[src/hdl/pbwfs_pkg.sv]
// Shared types and constants for the protobuf wire field scanner.
// Used by protobuf_wire_field_scanner_top; depends on nothing else.
package pbwfs_pkg;

  // Default width of the length-delimited byte counter.
  localparam int unsigned LENGTH_BITS_DEFAULT = 32;

  // A varint may span at most this many bytes.
  localparam int unsigned VARINT_MAX_BYTES = 10;

  // Depth of the result queue; it must hold two results beyond one in flight.
  localparam int unsigned QUEUE_DEPTH = 4;
  localparam int unsigned QUEUE_AW    = $clog2(QUEUE_DEPTH);

  // Payload widths.
  localparam int unsigned NUM_W   = 32;
  localparam int unsigned WT_W    = 3;
  localparam int unsigned VALUE_W = 64;
  localparam int unsigned BYTE_W  = 8;
  localparam int unsigned TDATA_W = 112;

  // Wire type codes.
  localparam logic [WT_W-1:0] WT_VARINT  = 3'd0;
  localparam logic [WT_W-1:0] WT_FIXED64 = 3'd1;
  localparam logic [WT_W-1:0] WT_LEN     = 3'd2;
  localparam logic [WT_W-1:0] WT_FIXED32 = 3'd5;

  typedef enum logic [2:0] {
    PH_KEY     = 3'd0,
    PH_VALUE   = 3'd1,
    PH_SKIP    = 3'd2,
    PH_LENGTH  = 3'd3,
    PH_PAYLOAD = 3'd4
  } phase_t;

  typedef enum logic [2:0] {
    KIND_FIELD     = 3'd0,
    KIND_PAYLOAD   = 3'd1,
    KIND_MSG_OK    = 3'd2,
    KIND_BAD_WIRE  = 3'd3,
    KIND_TOO_LONG  = 3'd4,
    KIND_TRUNCATED = 3'd5
  } kind_t;

  // One result request as held in the output queue.
  typedef struct packed {
    kind_t               kind;
    logic [NUM_W-1:0]    field_number;
    logic [WT_W-1:0]     wtype;
    logic [VALUE_W-1:0]  field_value;
    logic [BYTE_W-1:0]   payload_byte;
    logic                last_of_payload;
    logic                last_of_run;
  } result_t;

endpackage

[src/hdl/protobuf_wire_field_scanner_top.sv]
// Protobuf wire field scanner: byte-serial key/value walker with a result queue.
// Depends on pbwfs_pkg for phase and kind codes and the result record type.
//
// Each result is registered into the result queue when its input byte is accepted.
// Throughput: one input byte per cycle while each byte gives at most one result and
// m_axis does not stall; a byte that gives two results (a field closed by the end of the
// message) queues both in the four-entry result queue, drained by the single-result port.
// Reset (rst, synchronous, active high) clears the decoder state and empties the queue.
module protobuf_wire_field_scanner_top #(
  parameter int unsigned LENGTH_BITS = pbwfs_pkg::LENGTH_BITS_DEFAULT
) (
  input  logic         clk,
  input  logic         rst,
  // Input requests: one message byte each.
  input  logic         s_axis_tvalid,
  output logic         s_axis_tready,
  input  logic [7:0]   s_axis_tdata,   // [7:0] data_byte
  input  logic         s_axis_tlast,   // end_of_message
  // Result requests.
  output logic         m_axis_tvalid,
  input  logic         m_axis_tready,
  // [31:0] field_number, [34:32] wire type, [98:35] field_value,
  // [106:99] payload_byte, [107] last_of_payload, [111:108] zero
  output logic [111:0] m_axis_tdata,
  output logic [2:0]   m_axis_tuser,   // [2:0] kind
  output logic         m_axis_tlast    // last_of_run
);

  localparam int unsigned AW = pbwfs_pkg::QUEUE_AW;

  // Decoder state.
  pbwfs_pkg::phase_t                  phase, phase_next, phase_step;
  logic [3:0]                         shift_count, shift_count_next, shift_count_step;
  logic [pbwfs_pkg::VALUE_W-1:0]      accumulator, accumulator_next, accumulator_step;
  logic [pbwfs_pkg::NUM_W-1:0]        current_number, current_number_next, current_number_step;
  logic [pbwfs_pkg::WT_W-1:0]         current_wire_type, current_wire_type_next;
  logic [pbwfs_pkg::WT_W-1:0]         current_wire_type_step;
  logic [LENGTH_BITS-1:0]             bytes_remaining, bytes_remaining_next, bytes_remaining_step;
  logic                               error_seen, error_seen_next, error_seen_step;

  // Result queue.
  pbwfs_pkg::result_t                 queue [pbwfs_pkg::QUEUE_DEPTH];
  logic [AW-1:0]                      wr_ptr, rd_ptr;
  logic [AW:0]                        count, count_next;

  logic s_fire, m_fire;
  assign s_fire = s_axis_tvalid && s_axis_tready;
  assign m_fire = m_axis_tvalid && m_axis_tready;

  // Room for the two results that one byte may give.
  assign s_axis_tready = count <= (AW+1)'(pbwfs_pkg::QUEUE_DEPTH - 2);

  // Varint byte step shared by the key, value and length phases.
  logic [6:0]                    shift_amount;
  logic [pbwfs_pkg::VALUE_W-1:0] acc_new;
  logic [3:0]                    shift_inc;
  logic                          varint_overrun, varint_done, varint_error;
  logic [LENGTH_BITS-1:0]        remaining_dec;
  logic                          length_too_wide;

  always_comb begin
    shift_amount   = {3'd0, shift_count} * 7'd7;
    acc_new        = accumulator |
                     ({{(pbwfs_pkg::VALUE_W-7){1'b0}}, s_axis_tdata[6:0]} << shift_amount);
    shift_inc      = shift_count + 4'd1;
    varint_overrun = shift_count > 4'(pbwfs_pkg::VARINT_MAX_BYTES - 1);
    // A completed varint is one whose byte clears the continuation bit.
    varint_done    = !varint_overrun && !s_axis_tdata[7];
    // The tenth byte still continuing means the varint is too long.
    varint_error   = varint_overrun ||
                     (s_axis_tdata[7] && shift_inc >= 4'(pbwfs_pkg::VARINT_MAX_BYTES));
    remaining_dec  = bytes_remaining - LENGTH_BITS'(1);
    length_too_wide = (acc_new >> LENGTH_BITS) != '0;
  end

  // Next state for one accepted byte, before the end-of-message return to reset.
  always_comb begin
    phase_step             = phase;
    shift_count_step       = shift_count;
    accumulator_step       = accumulator;
    current_number_step    = current_number;
    current_wire_type_step = current_wire_type;
    bytes_remaining_step   = bytes_remaining;
    error_seen_step        = error_seen;
    if (!error_seen) begin
      case (phase)
        pbwfs_pkg::PH_KEY: begin
          if (varint_error) begin
            error_seen_step = 1'b1;
          end else if (varint_done) begin
            current_number_step    = acc_new[pbwfs_pkg::NUM_W+2:3];
            current_wire_type_step = acc_new[2:0];
            accumulator_step       = '0;
            shift_count_step       = '0;
            case (acc_new[2:0])
              pbwfs_pkg::WT_VARINT: begin
                phase_step = pbwfs_pkg::PH_VALUE;
              end
              pbwfs_pkg::WT_FIXED64: begin
                bytes_remaining_step = LENGTH_BITS'(8);
                phase_step           = pbwfs_pkg::PH_SKIP;
              end
              pbwfs_pkg::WT_FIXED32: begin
                bytes_remaining_step = LENGTH_BITS'(4);
                phase_step           = pbwfs_pkg::PH_SKIP;
              end
              pbwfs_pkg::WT_LEN: begin
                phase_step = pbwfs_pkg::PH_LENGTH;
              end
              default: begin
                error_seen_step = 1'b1;
              end
            endcase
          end else begin
            accumulator_step = acc_new;
            shift_count_step = shift_inc;
          end
        end
        pbwfs_pkg::PH_VALUE, pbwfs_pkg::PH_LENGTH: begin
          if (varint_error) begin
            error_seen_step = 1'b1;
          end else if (varint_done) begin
            accumulator_step = '0;
            shift_count_step = '0;
            if (phase == pbwfs_pkg::PH_VALUE) begin
              phase_step = pbwfs_pkg::PH_KEY;
            end else if (length_too_wide) begin
              error_seen_step = 1'b1;
            end else begin
              bytes_remaining_step = acc_new[LENGTH_BITS-1:0];
              phase_step = (acc_new != '0) ? pbwfs_pkg::PH_PAYLOAD : pbwfs_pkg::PH_KEY;
            end
          end else begin
            accumulator_step = acc_new;
            shift_count_step = shift_inc;
          end
        end
        pbwfs_pkg::PH_SKIP, pbwfs_pkg::PH_PAYLOAD: begin
          bytes_remaining_step = remaining_dec;
          if (remaining_dec == '0) begin
            phase_step = pbwfs_pkg::PH_KEY;
          end
        end
        default: begin
          phase_step = pbwfs_pkg::PH_KEY;
        end
      endcase
    end
  end

  // The end of a message returns every decoder state register to its reset value.
  always_comb begin
    phase_next             = phase_step;
    shift_count_next       = shift_count_step;
    accumulator_next       = accumulator_step;
    current_number_next    = current_number_step;
    current_wire_type_next = current_wire_type_step;
    bytes_remaining_next   = bytes_remaining_step;
    error_seen_next        = error_seen_step;
    if (s_axis_tlast) begin
      phase_next             = pbwfs_pkg::PH_KEY;
      shift_count_next       = '0;
      accumulator_next       = '0;
      current_number_next    = '0;
      current_wire_type_next = '0;
      bytes_remaining_next   = '0;
      error_seen_next        = 1'b0;
    end
  end

  // Results of one byte: at most one from the field walk, one from the message end.
  pbwfs_pkg::result_t first_res, end_res, slot_a, slot_b;
  logic               first_valid, end_valid;
  logic [1:0]         push_count;

  always_comb begin
    first_res   = '0;
    first_valid = 1'b0;
    if (!error_seen) begin
      case (phase)
        pbwfs_pkg::PH_KEY: begin
          if (varint_error) begin
            first_valid    = 1'b1;
            first_res.kind = pbwfs_pkg::KIND_TOO_LONG;
          end else if (varint_done && acc_new[2:0] != pbwfs_pkg::WT_VARINT &&
                       acc_new[2:0] != pbwfs_pkg::WT_FIXED64 &&
                       acc_new[2:0] != pbwfs_pkg::WT_FIXED32 &&
                       acc_new[2:0] != pbwfs_pkg::WT_LEN) begin
            first_valid            = 1'b1;
            first_res.kind         = pbwfs_pkg::KIND_BAD_WIRE;
            first_res.field_number = acc_new[pbwfs_pkg::NUM_W+2:3];
            first_res.wtype        = acc_new[2:0];
          end
        end
        pbwfs_pkg::PH_VALUE, pbwfs_pkg::PH_LENGTH: begin
          if (varint_error) begin
            first_valid    = 1'b1;
            first_res.kind = pbwfs_pkg::KIND_TOO_LONG;
          end else if (varint_done) begin
            first_valid = 1'b1;
            if (phase == pbwfs_pkg::PH_LENGTH && length_too_wide) begin
              first_res.kind = pbwfs_pkg::KIND_TRUNCATED;
            end else begin
              first_res.kind         = pbwfs_pkg::KIND_FIELD;
              first_res.field_number = current_number;
              first_res.wtype        = (phase == pbwfs_pkg::PH_LENGTH) ?
                                       pbwfs_pkg::WT_LEN : pbwfs_pkg::WT_VARINT;
              first_res.field_value  = acc_new;
            end
          end
        end
        pbwfs_pkg::PH_SKIP: begin
          if (remaining_dec == '0) begin
            first_valid            = 1'b1;
            first_res.kind         = pbwfs_pkg::KIND_FIELD;
            first_res.field_number = current_number;
            first_res.wtype        = current_wire_type;
          end
        end
        pbwfs_pkg::PH_PAYLOAD: begin
          first_valid               = 1'b1;
          first_res.kind            = pbwfs_pkg::KIND_PAYLOAD;
          first_res.field_number    = current_number;
          first_res.wtype           = pbwfs_pkg::WT_LEN;
          first_res.payload_byte    = s_axis_tdata;
          first_res.last_of_payload = remaining_dec == '0;
        end
        default: begin
          first_valid = 1'b0;
        end
      endcase
    end

    // Closing result: ok only when the message ends cleanly between fields.
    end_res   = '0;
    end_valid = s_axis_tlast && !error_seen_step;
    end_res.kind = (phase_step == pbwfs_pkg::PH_KEY && shift_count_step == '0) ?
                   pbwfs_pkg::KIND_MSG_OK : pbwfs_pkg::KIND_TRUNCATED;
    end_res.last_of_run   = 1'b1;
    first_res.last_of_run = !end_valid;

    slot_a     = first_valid ? first_res : end_res;
    slot_b     = end_res;
    push_count = {1'b0, first_valid} + {1'b0, end_valid};
  end

  assign count_next = count + {{(AW-1){1'b0}}, s_fire ? push_count : 2'd0}
                            - {{AW{1'b0}}, m_fire};

  always_ff @(posedge clk) begin
    if (rst) begin
      phase             <= pbwfs_pkg::PH_KEY;
      shift_count       <= '0;
      accumulator       <= '0;
      current_number    <= '0;
      current_wire_type <= '0;
      bytes_remaining   <= '0;
      error_seen        <= 1'b0;
      wr_ptr            <= '0;
      rd_ptr            <= '0;
      count             <= '0;
    end else begin
      if (s_fire) begin
        phase             <= phase_next;
        shift_count       <= shift_count_next;
        accumulator       <= accumulator_next;
        current_number    <= current_number_next;
        current_wire_type <= current_wire_type_next;
        bytes_remaining   <= bytes_remaining_next;
        error_seen        <= error_seen_next;
        wr_ptr            <= wr_ptr + AW'(push_count);
      end
      if (m_fire) begin
        rd_ptr <= rd_ptr + AW'(1);
      end
      count <= count_next;
    end
  end

  // Queue storage needs no reset; entries are only read once counted in.
  always_ff @(posedge clk) begin
    if (s_fire && push_count != 2'd0) begin
      queue[wr_ptr] <= slot_a;
    end
    if (s_fire && push_count == 2'd2) begin
      queue[wr_ptr + AW'(1)] <= slot_b;
    end
  end

  pbwfs_pkg::result_t head;
  assign head          = queue[rd_ptr];
  assign m_axis_tvalid = count != '0;
  assign m_axis_tdata  = {4'd0, head.last_of_payload, head.payload_byte, head.field_value,
                          head.wtype, head.field_number};
  assign m_axis_tuser  = head.kind;
  assign m_axis_tlast  = head.last_of_run;

  // The queue never holds more entries than it has.
  a_count_bound: assert property (@(posedge clk) disable iff (rst)
    count <= (AW+1)'(pbwfs_pkg::QUEUE_DEPTH))
    else $error("result queue overfilled");

  // A byte that ends the message leaves the decoder back at its reset state.
  a_eom_resets: assert property (@(posedge clk) disable iff (rst)
    s_fire && s_axis_tlast |=>
      phase == pbwfs_pkg::PH_KEY && shift_count == '0 && !error_seen)
    else $error("decoder not returned to reset after end of message");

  // Once an error is flagged the walk stands still until the message ends.
  a_error_freezes: assert property (@(posedge clk) disable iff (rst)
    error_seen && !(s_fire && s_axis_tlast) |=> $stable(phase) && $stable(bytes_remaining))
    else $error("decoder moved after an error");

  // Every accepted payload byte leaves a result waiting.
  a_payload_result: assert property (@(posedge clk) disable iff (rst)
    s_fire && !error_seen && phase == pbwfs_pkg::PH_PAYLOAD |=> count != '0)
    else $error("payload byte gave no result");

endmodule
[config.mk]
export PLATFORM = sky130hd
export DESIGN_NAME = protobuf_wire_field_scanner_top
export DESIGN_NICKNAME = d
export VERILOG_FILES = /design/src/hdl/pbwfs_pkg.sv /design/src/hdl/protobuf_wire_field_scanner_top.sv
export SDC_FILE = /design/constraint.sdc
export NUM_CORES = 1
export LEC_CHECK = 0
export BUFFER_PORTS_ARGS = -buffer_cell sky130_fd_sc_hd__buf_2
export CORE_ASPECT_RATIO = 1.5
export CORE_MARGIN = 2
export CORE_UTILIZATION = 35
export CTS_CLUSTER_SIZE = 14
export DETAILED_ROUTE_END_ITERATION = 10
export HOLD_SLACK_MARGIN = 0.03
export PLACE_DENSITY = 0.5
export SYNTH_ARGS = -nofsm -noshare
export SYNTH_HDL_FRONTEND = slang
export SYNTH_SLANG_ARGS = --single-unit
[constraint.sdc]
create_clock -name clk -period 5.07 [get_ports clk]
set_clock_uncertainty 0.2 [all_clocks]
set_input_delay 0.2535 -clock clk [delete_from_list [all_inputs] [get_ports clk]]
set_output_delay 0.2535 -clock clk [all_outputs]
set_load 0.01 [all_outputs]
# [Word-level counts from Yosys, hierarchy flattened]
# Memories as Yosys holds them, arrays and structs flattened. A register that Yosys moved wholly into a read port is not among the register bits.
# Cells that the tools add are included.
# Widths: inputs -> output; s select.
[op_classes] addsub=8 n_mul=1 magnitude_cmp=3 eq_ne=20 n_shift=1 n_mux=82 bitwise=1 reduce_logical=40
[ops] cell="$mux 32" count=13
[ops] cell="$mux 64" count=6
[ops] cell="$mux 99" count=2
[ops] cell="$pmux 38 s4" count=1
[ops] cell="$reduce_bool 64->1" count=2
[ops] cell="$mux 112" count=1
[ops] cell="$mux 111" count=1
[ops] cell="$mux 102" count=1
[ops] cell="$pmux 32 s3" count=1
[ops] cell="$mux 35" count=2
[ops] cell="$or 64x64->64" count=1
[ops] cell="$pmux 32 s2" count=1
[ops] cell="$shl 7x7->64" count=1
[ops] cell="$mux 3" count=19
[ops] cell="$mux 37" count=1
[ops] cell="$logic_not 32->1" count=1
[ops] cell="$sub 32x1->32 const B" count=1
[ops] cell="$ne 3x3->1 const B" count=7
[ops] cell="$mux 4" count=5
[ops] cell="$mux 1" count=19
[ops] cell="$pmux 3 s3" count=2
[ops] cell="$logic_and 1x1->1" count=13
[ops] cell="$reduce_and 10->1" count=1
[ops] cell="$eq 3x2->1 const B" count=3
[ops] cell="other kinds (33)" count=51
[word_totals] ff_bits=146 mem_bits_rw=448 input_bits=13 output_inout_bits=118 word_cells=167 n_memories=1
[memory_table] name="queue" words=4 width=112 rd=1 rd_ports_with_merged_regs=1 wr=2 line_no="protobuf_wire_field_scanner_top.sv:42" source="pbwfs_pkg::result_t queue [pbwfs_pkg::QUEUE_DEPTH];"

# [Logic depth before layout (Yosys ltp)]
# Gate-level depths: netlist of run 1.
[logic_depth] ltp_word=17 ltp_mapped=22 mapped_depth_nobuf=18

# [Worst setup path after synthesis of run 1]
# No wires, ideal clock.
[synth_path] path_type="reg-to-reg" from="reg bytes_remaining[0]" to="mem queue[0][109] (netlist bit) (data pin)" setup_ps=145 arrival_ps=4860 setup_slack_ps=-134 stages_incl_launch_ff=19 n_path_buf=3 period_less_slack_ps=5204 path_cell_list="dfxtp_1 inv_1 ha_1 or3b_2 o32ai_1 a22oi_1 or4bb_1 a2111oi_4 and4_1 buf_4 o21ai_4 ha_1 clkbuf_1 nor4_1 nor2_1 clkbuf_1 inv_1 o21ai_0 o21ai_1"
[synth_rtl] element="from (decl)" line_no="protobuf_wire_field_scanner_top.sv:38" source="logic [LENGTH_BITS-1:0] bytes_remaining, bytes_remaining_next, bytes_remaining_step;"
[synth_rtl] element="from (signal assigned)" line_no="protobuf_wire_field_scanner_top.sv:269" source="bytes_remaining <= bytes_remaining_next;"
[synth_rtl] element="to (decl)" line_no="protobuf_wire_field_scanner_top.sv:42"

==> out/qor.csv, run 1 <==
stage;metric;value;unit
timing;final period utilization;0.957;
critical_path;CP required;5370;ps
synth;EDFF count, synth;12;
power_and_ir_drop;Seq pwr share;0.444;
timing;Slew Viols, Final;0;
power_and_ir_drop;worst vdd ir;0.000261;V
synth;synthesis warning total;0;
power_and_ir_drop;Comb pwr share;0.169;
clock_network;clk sinks;596;
global_route;largest net degree at the start of global routing;79;
synth;FFs w/ async S/R, synth;0;
critical_path;Setup crit end kind;flop;
synth;Post-Synthesis Cells;2614;
timing;setup violators final;0;
power_and_ir_drop;leakage power;0.0106;uW
global_route;vias in the first global route;20573;
route;total wire length;85200;um
route;DR vias;21106;
die;die area;0.0734;sq mm
place;Post-DP HPWL;55300;um
die;Cell Rows;119;
power_and_ir_drop;Psw;3240;uW
power_and_ir_drop;PwrDens;382;mW/mm^2
die;Initial Util;0.355;
cells_and_area;Register Area;0.0121;sq mm
synth;syn avg cell area;9.53;sq um
timing;Hold Violations, Final;0;
synth;count of different cell masters after synthesis;81;
hold_path;Hold Path Origin;m_axis_tready;
critical_path;crit path from;bytes_remaining[1];
hold_path;worst min-delay path category;in -> reg;
place;Routability Congestion;0.910;
clock_network;H-tree depth;2;
timing;post-route setup TNS;0;ps
synth;Synth Cell Area;0.0249;sq mm
critical_path;Reg-to-Reg Start;bytes_remaining[1];
clock_network;worst-skew pair later-pin latency;630;ps
global_route;total congestion overflow;0;
timing;Slew HR;0.221;
global_route;first-pass GRT wire length;129000;um
die;Core ar.;0.0703;sq mm
power_and_ir_drop;switching portion of total power;0.290;
synth;Yosys reg bits;596;
cells_and_area;multi-input logic area;0.0119;sq mm
route;WL per Instance;23.0;um
route;antenna-violating nets left;0;
route;DRC viols;0;
cells_and_area;Core Util, Final;0.416;
critical_path;Crit path arrival time;5160;ps
route;Starting DRT DRC Count;1892;
status;outcome;complete, no violations;
die;Die Wd;222;um
clock_network;CTS Buffer Depth;3;
timing;Period minus WS final;4850;ps
clock_network;Clk pin slew, worst setup/hold paths;70;ps
cells_and_area;share of layout cells above drive strength 1;0.188;
clock_network;CTS Buf Count;56;
cells_and_area;Area growth, synth to finish;17.3;%
flow_run;Max Cap Viol;0;
synth;sequential area share after synthesis;0.484;
critical_path;CP Class;reg -> reg;
cells_and_area;Net count, final;2770;
critical_path;Critical Path Fanout Max;31;
clock_network;CTS tree;done;
die;num ports;131;
place;PortBufs;126;
timing;Worst-Margin Slew;1160;ps
route;Via density;5.71;
global_route;GRT Total Usage;0.228;
power_and_ir_drop;Clk pwr share;0.387;
die;Die Span Y;331;um
global_route;initial antenna violation count;0;
cells_and_area;Fill cells;6911;
power_and_ir_drop;Int Pwr;7920;uW
timing;RSZ-0062 raised after global routing;false;
synth;ys flop type;dfxtp_1;
timing;FMAX;0.206;GHz
critical_path;critical path launch point type;flop;
route;1st-pass router iterations;7;
clock_network;clk root buf;clkbuf_16;
-- cells by family (layout without fill, tap and decap cells) --
group                    Yosys count  count (layout)  synth area share
adder cells (fa/ha/maj)           14              14           0.00733
AO/OA/AOI/OAI                    808             808             0.206
buffers and inverters            244             415            0.0415
AND/OR/NAND/NOR                  803             803             0.147
multiplexers                     122             122             0.105
XOR/XNOR                          26              26           0.00914
other                              1               5          0.000150
flip-flops                       596             596             0.484
-- cell usage in the layout, fill, tap and decap left out, types with 26 or more instances in the layout --
cell	count
nand2_1	341
buf_4	135
mux4_2	112
a22o_1	141
buf_2	125
a31oi_1	54
dfxtp_1	582
nand2b_1	27
o2bb2ai_1	39
o21ai_0	123
o21ai_1	194
clkbuf_16	58
nor2_1	205
a21oi_1	157
nand4_1	26
nor3_1	85
-- power by group through the flow --
stage          logic (uW)  clock network, uW  registers (uW)
2_1_floorplan        1320                  0            4910
6_report             1880               4320            4960
3_5_place_dp         1880                  0            5060
5_1_grt              2020               4600            4980
4_1_cts              1900               4410            4960
3_3_place_gp         1870                  0            5060
-- path summary, 6_finish.rpt --
path                                endpoint  slack [ps]  cells past startpoint
worst max-delay path            queue[1][31]         220                     17
worst min-delay path               rd_ptr[0]          50                      4
worst max register to register  queue[1][31]         220                     17
worst min register to register  queue[2][15]         240                      2
-- timing repair --
item                       CTS  global route
setup buffers                0             3
setup endpoints to repair    0           233
resized for setup            0             5
hold buffers                11             0
hold endpoints to repair    66             0
-- worst max-delay path, cell delays in order (launching register included) --
cell and delay [ps]:
dfxtp_1 370, inv_1 120, ha_2 260, or3b_2 520, o32ai_1 300, a22oi_1 140
or4bb_1 570, a2111oi_4 310, and4_4 340, o21ai_4 80, ha_1 290, nor3_1 310
buf_4 250, nor2_4 90, buf_12 200, buf_4 220, nand2_1 80, o21ai_0 70
-- registers in the layout, summed over array words and instances, names as in the netlist, named ones only --
signal             cells
bytes_remaining       32
phase                  3
shift_count            4
wr_ptr                 2
accumulator           64
error_seen             1
rd_ptr                 2
count                  3
current_wire_type      3
current_number        32
queue                448
-- routing by layer --
metal  GRT usage  routed length [um]  vias up
met2       0.385               41000      637
met3      0.0315                3790      168
met4       0.104                3960        0
met5           0                   0        -
li1            -                   -     9793
met1       0.289               36400    10508
-- per-stage QoR --
step	hold slack (ps)	worst slack, ps	area, sq um	instances	power [uW]
after global routing	44.0	0.844	29200	3695	11600
final	51.1	219	29200	3696	11200
after CTS	40.9	142	29200	3692	11300
after floorplan	220	86.0	24900	2617	6230
after global placement	228	222	27200	3578	6930
after detailed placement	237	155	27200	3578	6950
-- synth_stat cells (all sizes together) (19+ instances only) --
| cell | n | share of area |
|---|---|---|
| dfxtp | 584 | 0.47 |
| nand2 | 342 | 0.052 |
| o21ai | 321 | 0.065 |
| nor2 | 212 | 0.032 |
| clkbuf | 164 | 0.025 |
| a21oi | 157 | 0.032 |
| a22o | 141 | 0.050 |
| mux4 | 112 | 0.10 |
| nor3 | 86 | 0.017 |
| buf | 59 | 0.013 |
| a31oi | 55 | 0.014 |
| o2bb2ai | 39 | 0.014 |
| nand2b | 27 | 0.0068 |
| nand4 | 26 | 0.0065 |
| inv | 21 | 0.0034 |
| nand3 | 19 | 0.0058 |
-- final cells by class --
cell class / count / area share
Clock inverter: 14 / 0.00509
Timing Repair Buffer: 291 / 0.0735
Sequential cell: 596 / 0.412
Antenna cell: 1 / 0.0000856
Multi-Input combinational cell: 1777 / 0.408
Inverter: 21 / 0.00287
Tap cell: 907 / 0.0388
Clock buffer: 89 / 0.0591
Power figures use the tool's default switching activity.
==> inputs of run 2 (changes only) <==
--- a/config.mk
+++ b/config.mk
@@ -6,7 +6,7 @@
 export NUM_CORES = 1
 export LEC_CHECK = 0
 export BUFFER_PORTS_ARGS = -buffer_cell sky130_fd_sc_hd__buf_2
-export CORE_ASPECT_RATIO = 1.5
+export CORE_ASPECT_RATIO = 0.8
 export CORE_MARGIN = 2
 export CORE_UTILIZATION = 35
 export CTS_CLUSTER_SIZE = 14
==> constraint.sdc (replaced) <==
create_clock -name clk -period 5.07 [get_ports clk]
set_clock_uncertainty 0.2 [all_clocks]
set_input_delay 0 -clock clk [delete_from_list [all_inputs] [get_ports clk]]
set_output_delay 0 -clock clk [all_outputs]
set_load 0.01 [all_outputs]
==> out/qor.csv, run 2 (synthesis results as in run 1) <==
stage;metric;value;unit;change
clock_network;CTS Buf Count;66;;was 56
power_and_ir_drop;Tot Pwr;11500;uW;was 11200 uW
critical_path;reg-to-reg slack, setup;290;ps;was 220 ps
cells_and_area;Largest Register;queue;;unchanged
timing;Period minus WS final;4780;ps;was 4850 ps
clock_network;worst-skew pair later-pin latency;620;ps;was 630 ps
global_route;initial antenna violation count;2;;was 0
place;Routability Congestion;0.900;;was 0.910
die;Die Wd;302;um;was 222 um
place;dpl ws;-19.9;ps;was 155 ps
timing;final hold slack;183;ps;was 51.1 ps
critical_path;Worst R2R End;queue[2][105];;was queue[1][31]
timing;final period utilization;0.943;;was 0.957
place;Placed Area;0.0271;sq mm;was 0.0272 sq mm
critical_path;critical path launch point type;flop;;unchanged
clock_network;H-tree depth;3;;was 2
power_and_ir_drop;PwrDens;390;mW/mm^2;was 382 mW/mm^2
hold_path;worst min-delay path category;in -> reg;;unchanged
route;Metal-1 WL;38000;um;was 36400 um
place;Post-DP HPWL;51500;um;was 55300 um
route;detailed-routed wire length on met2;36800;um;was 41000 um
clock_network;Clk pin slew, worst setup/hold paths;60;ps;was 70 ps
global_route;largest net degree at the start of global routing;101;;was 79
clock_network;clk sinks;596;;unchanged
clock_network;clk root buf;clkbuf_16;;unchanged
die;Initial Util;0.354;;was 0.355
route;total wire length;81700;um;was 85200 um
route;Via density;5.62;;was 5.71
route;Met3 Wirelength;5150;um;was 3790 um
route;1st-pass router iterations;5;;was 7
hold_path;Worst Hold Depth;4;;unchanged
global_route;vias in the first global route;20694;;was 20.6k
cells_and_area;biggest regs;queue: 448 flops, accumulator: 64 flops;;unchanged
die;Core ar.;0.0704;sq mm;was 0.0703 sq mm
route;DR vias;20988;;was 21.1k
critical_path;Crit path arrival time;5070;ps;was 5160 ps
timing;setup violators final;0;;unchanged
place;PortBufs;126;;unchanged
cells_and_area;Largest register FFs;448;;unchanged
cells_and_area;Net count, final;2776;;was 2770
flow_run;Max Cap Viol;0;;unchanged
critical_path;r2r worst-path depth;16;;was 17
die;die area;0.0734;sq mm;about the same
route;DR top layer;met5;;was met4
cells_and_area;share of layout cells above drive strength 1;0.190;;was 0.188
timing;Hold Violations, Final;0;;unchanged
critical_path;Setup crit end kind;flop;;unchanged
timing;final worst slack;287;ps;was 219 ps
route;DRC viols;0;;unchanged
timing;Slew Viols, Final;0;;unchanged
clock_network;CTS tree;done;;unchanged
status;outcome;complete, no violations;;unchanged
route;Starting DRT DRC Count;1692;;was 1892
die;Die Span Y;243;um;was 331 um
hold_path;Hold Path Origin;s_axis_tdata[7];;was m_axis_tready
critical_path;Reg-to-Reg Start;bytes_remaining[1];;unchanged
cells_and_area;cell area after layout;0.0295;sq mm;was 0.0292 sq mm
global_route;total congestion overflow;0;;unchanged
timing;FMAX;0.209;GHz;was 0.206 GHz
cells_and_area;most frequent cells in the layout;dfxtp_1 (582), nand2_1 (341), nor2_1 (205);;unchanged
critical_path;Critical Path Fanout Max;11;;was 31
route;WL per Instance;21.9;um;was 23.0 um
timing;Slew HR;0.105;;was 0.221
cells_and_area;Area growth, synth to finish;18.4;%;was 17.3%
clock_network;CTS Buffer Depth;3;;unchanged
die;num ports;131;;unchanged
power_and_ir_drop;worst vdd ir;0.000216;V;was 0.000261 V
critical_path;CP required;5360;ps;was 5370 ps
cells_and_area;commonest non-fill, non-tap cell in the layout;dfxtp_1;;unchanged
critical_path;CP Class;reg -> reg;;unchanged
die;Cell Rows;87;;was 119
global_route;GRT Total Usage;0.221;;was 0.228
route;antenna-violating nets left;0;;unchanged
hold_path;Hold EP;queue[3][9];;was rd_ptr[0]
power_and_ir_drop;leakage power;0.0107;uW;was 0.0106 uW
global_route;first-pass GRT wire length;125000;um;was 129000 um
timing;Worst-Margin Slew;1340;ps;was 1160 ps
run 2: per-layer routing:
| metal | vias up | track usage |
|---|---|---|
| li1 | 9825 | - |
| met1 | 10364 | 0.315 |
| met2 | 661 | 0.340 |
| met3 | 136 | 0.0402 |
| met4 | 2 | 0.0601 |
| met5 | - | 0 |
run 2: layout make-up:
cell class,instances,area (sq um)
Clock inverter,28,263
Multi-Input combinational cell,1778,12000
Timing Repair Buffer,286,2110
Inverter,21,83.8
Sequential cell,596,12100
Fill cell,6819,40900
Tap cell,934,1170
Clock buffer,91,1860
Antenna cell,1,2.50
run 2: metrics by stage:
| step | std cells | TNS (ps) | utilization |
|---|---|---|---|
| final | 3735 | 0 | 0.419 |
| after floorplan | 2617 | 0 | - |
| after global placement | 3593 | 0 | 0.385 |
| after detailed placement | 3593 | -19.9 | 0.385 |
| after CTS | 3727 | 0 | 0.417 |
| after global routing | 3735 | -2.15 | 0.419 |
run 2: worst max path at each step:
| stage | startpoint | endpoint | slack (ps) | cells past startpoint |
|---|---|---|---|---|
| floorplan | bytes_remaining[0] | queue[1][109] | 90 | 18 |
| global placement | bytes_remaining[1] | queue[3][109] | 190 | 16 |
| detailed placement | bytes_remaining[1] | queue[3][109] | -20 | 16 |
| CTS | shift_count[0] | queue[3][29] | 100 | 17 |
| global route | bytes_remaining[1] | queue[2][105] | -2 | 16 |
| finish | bytes_remaining[1] | queue[2][105] | 290 | 16 |
run 2: critical path, cell delays in order (launching register included):
cell,delay (ps)
dfxtp_1,370
inv_1,120
ha_1,190
or3b_2,500
o32ai_1,280
a22oi_1,150
or4bb_1,570
a2111oi_4,320
and4_4,330
o21ai_4,80
ha_1,270
nor4b_2,370
buf_4,230
nor2_4,80
buf_12,150
buf_4,200
a22o_1,230
run 2: power by group:
| group | switching [uW] | internal (uW) | total (uW) |
|---|---|---|---|
| logic | 1150 | 689 | 1840 |
| registers | 164 | 4780 | 4940 |
| clock network | 2000 | 2730 | 4730 |
| total | 3320 | 8200 | 11500 |
run 2: repair_timing:
item,in CTS,in global routing
cloned,1,0
gates resized for setup,0,11
pin swaps,1,4
hold endpoints to repair,328,0
setup endpoints to repair,1,423
hold buffers,14,0
setup buffers,0,7
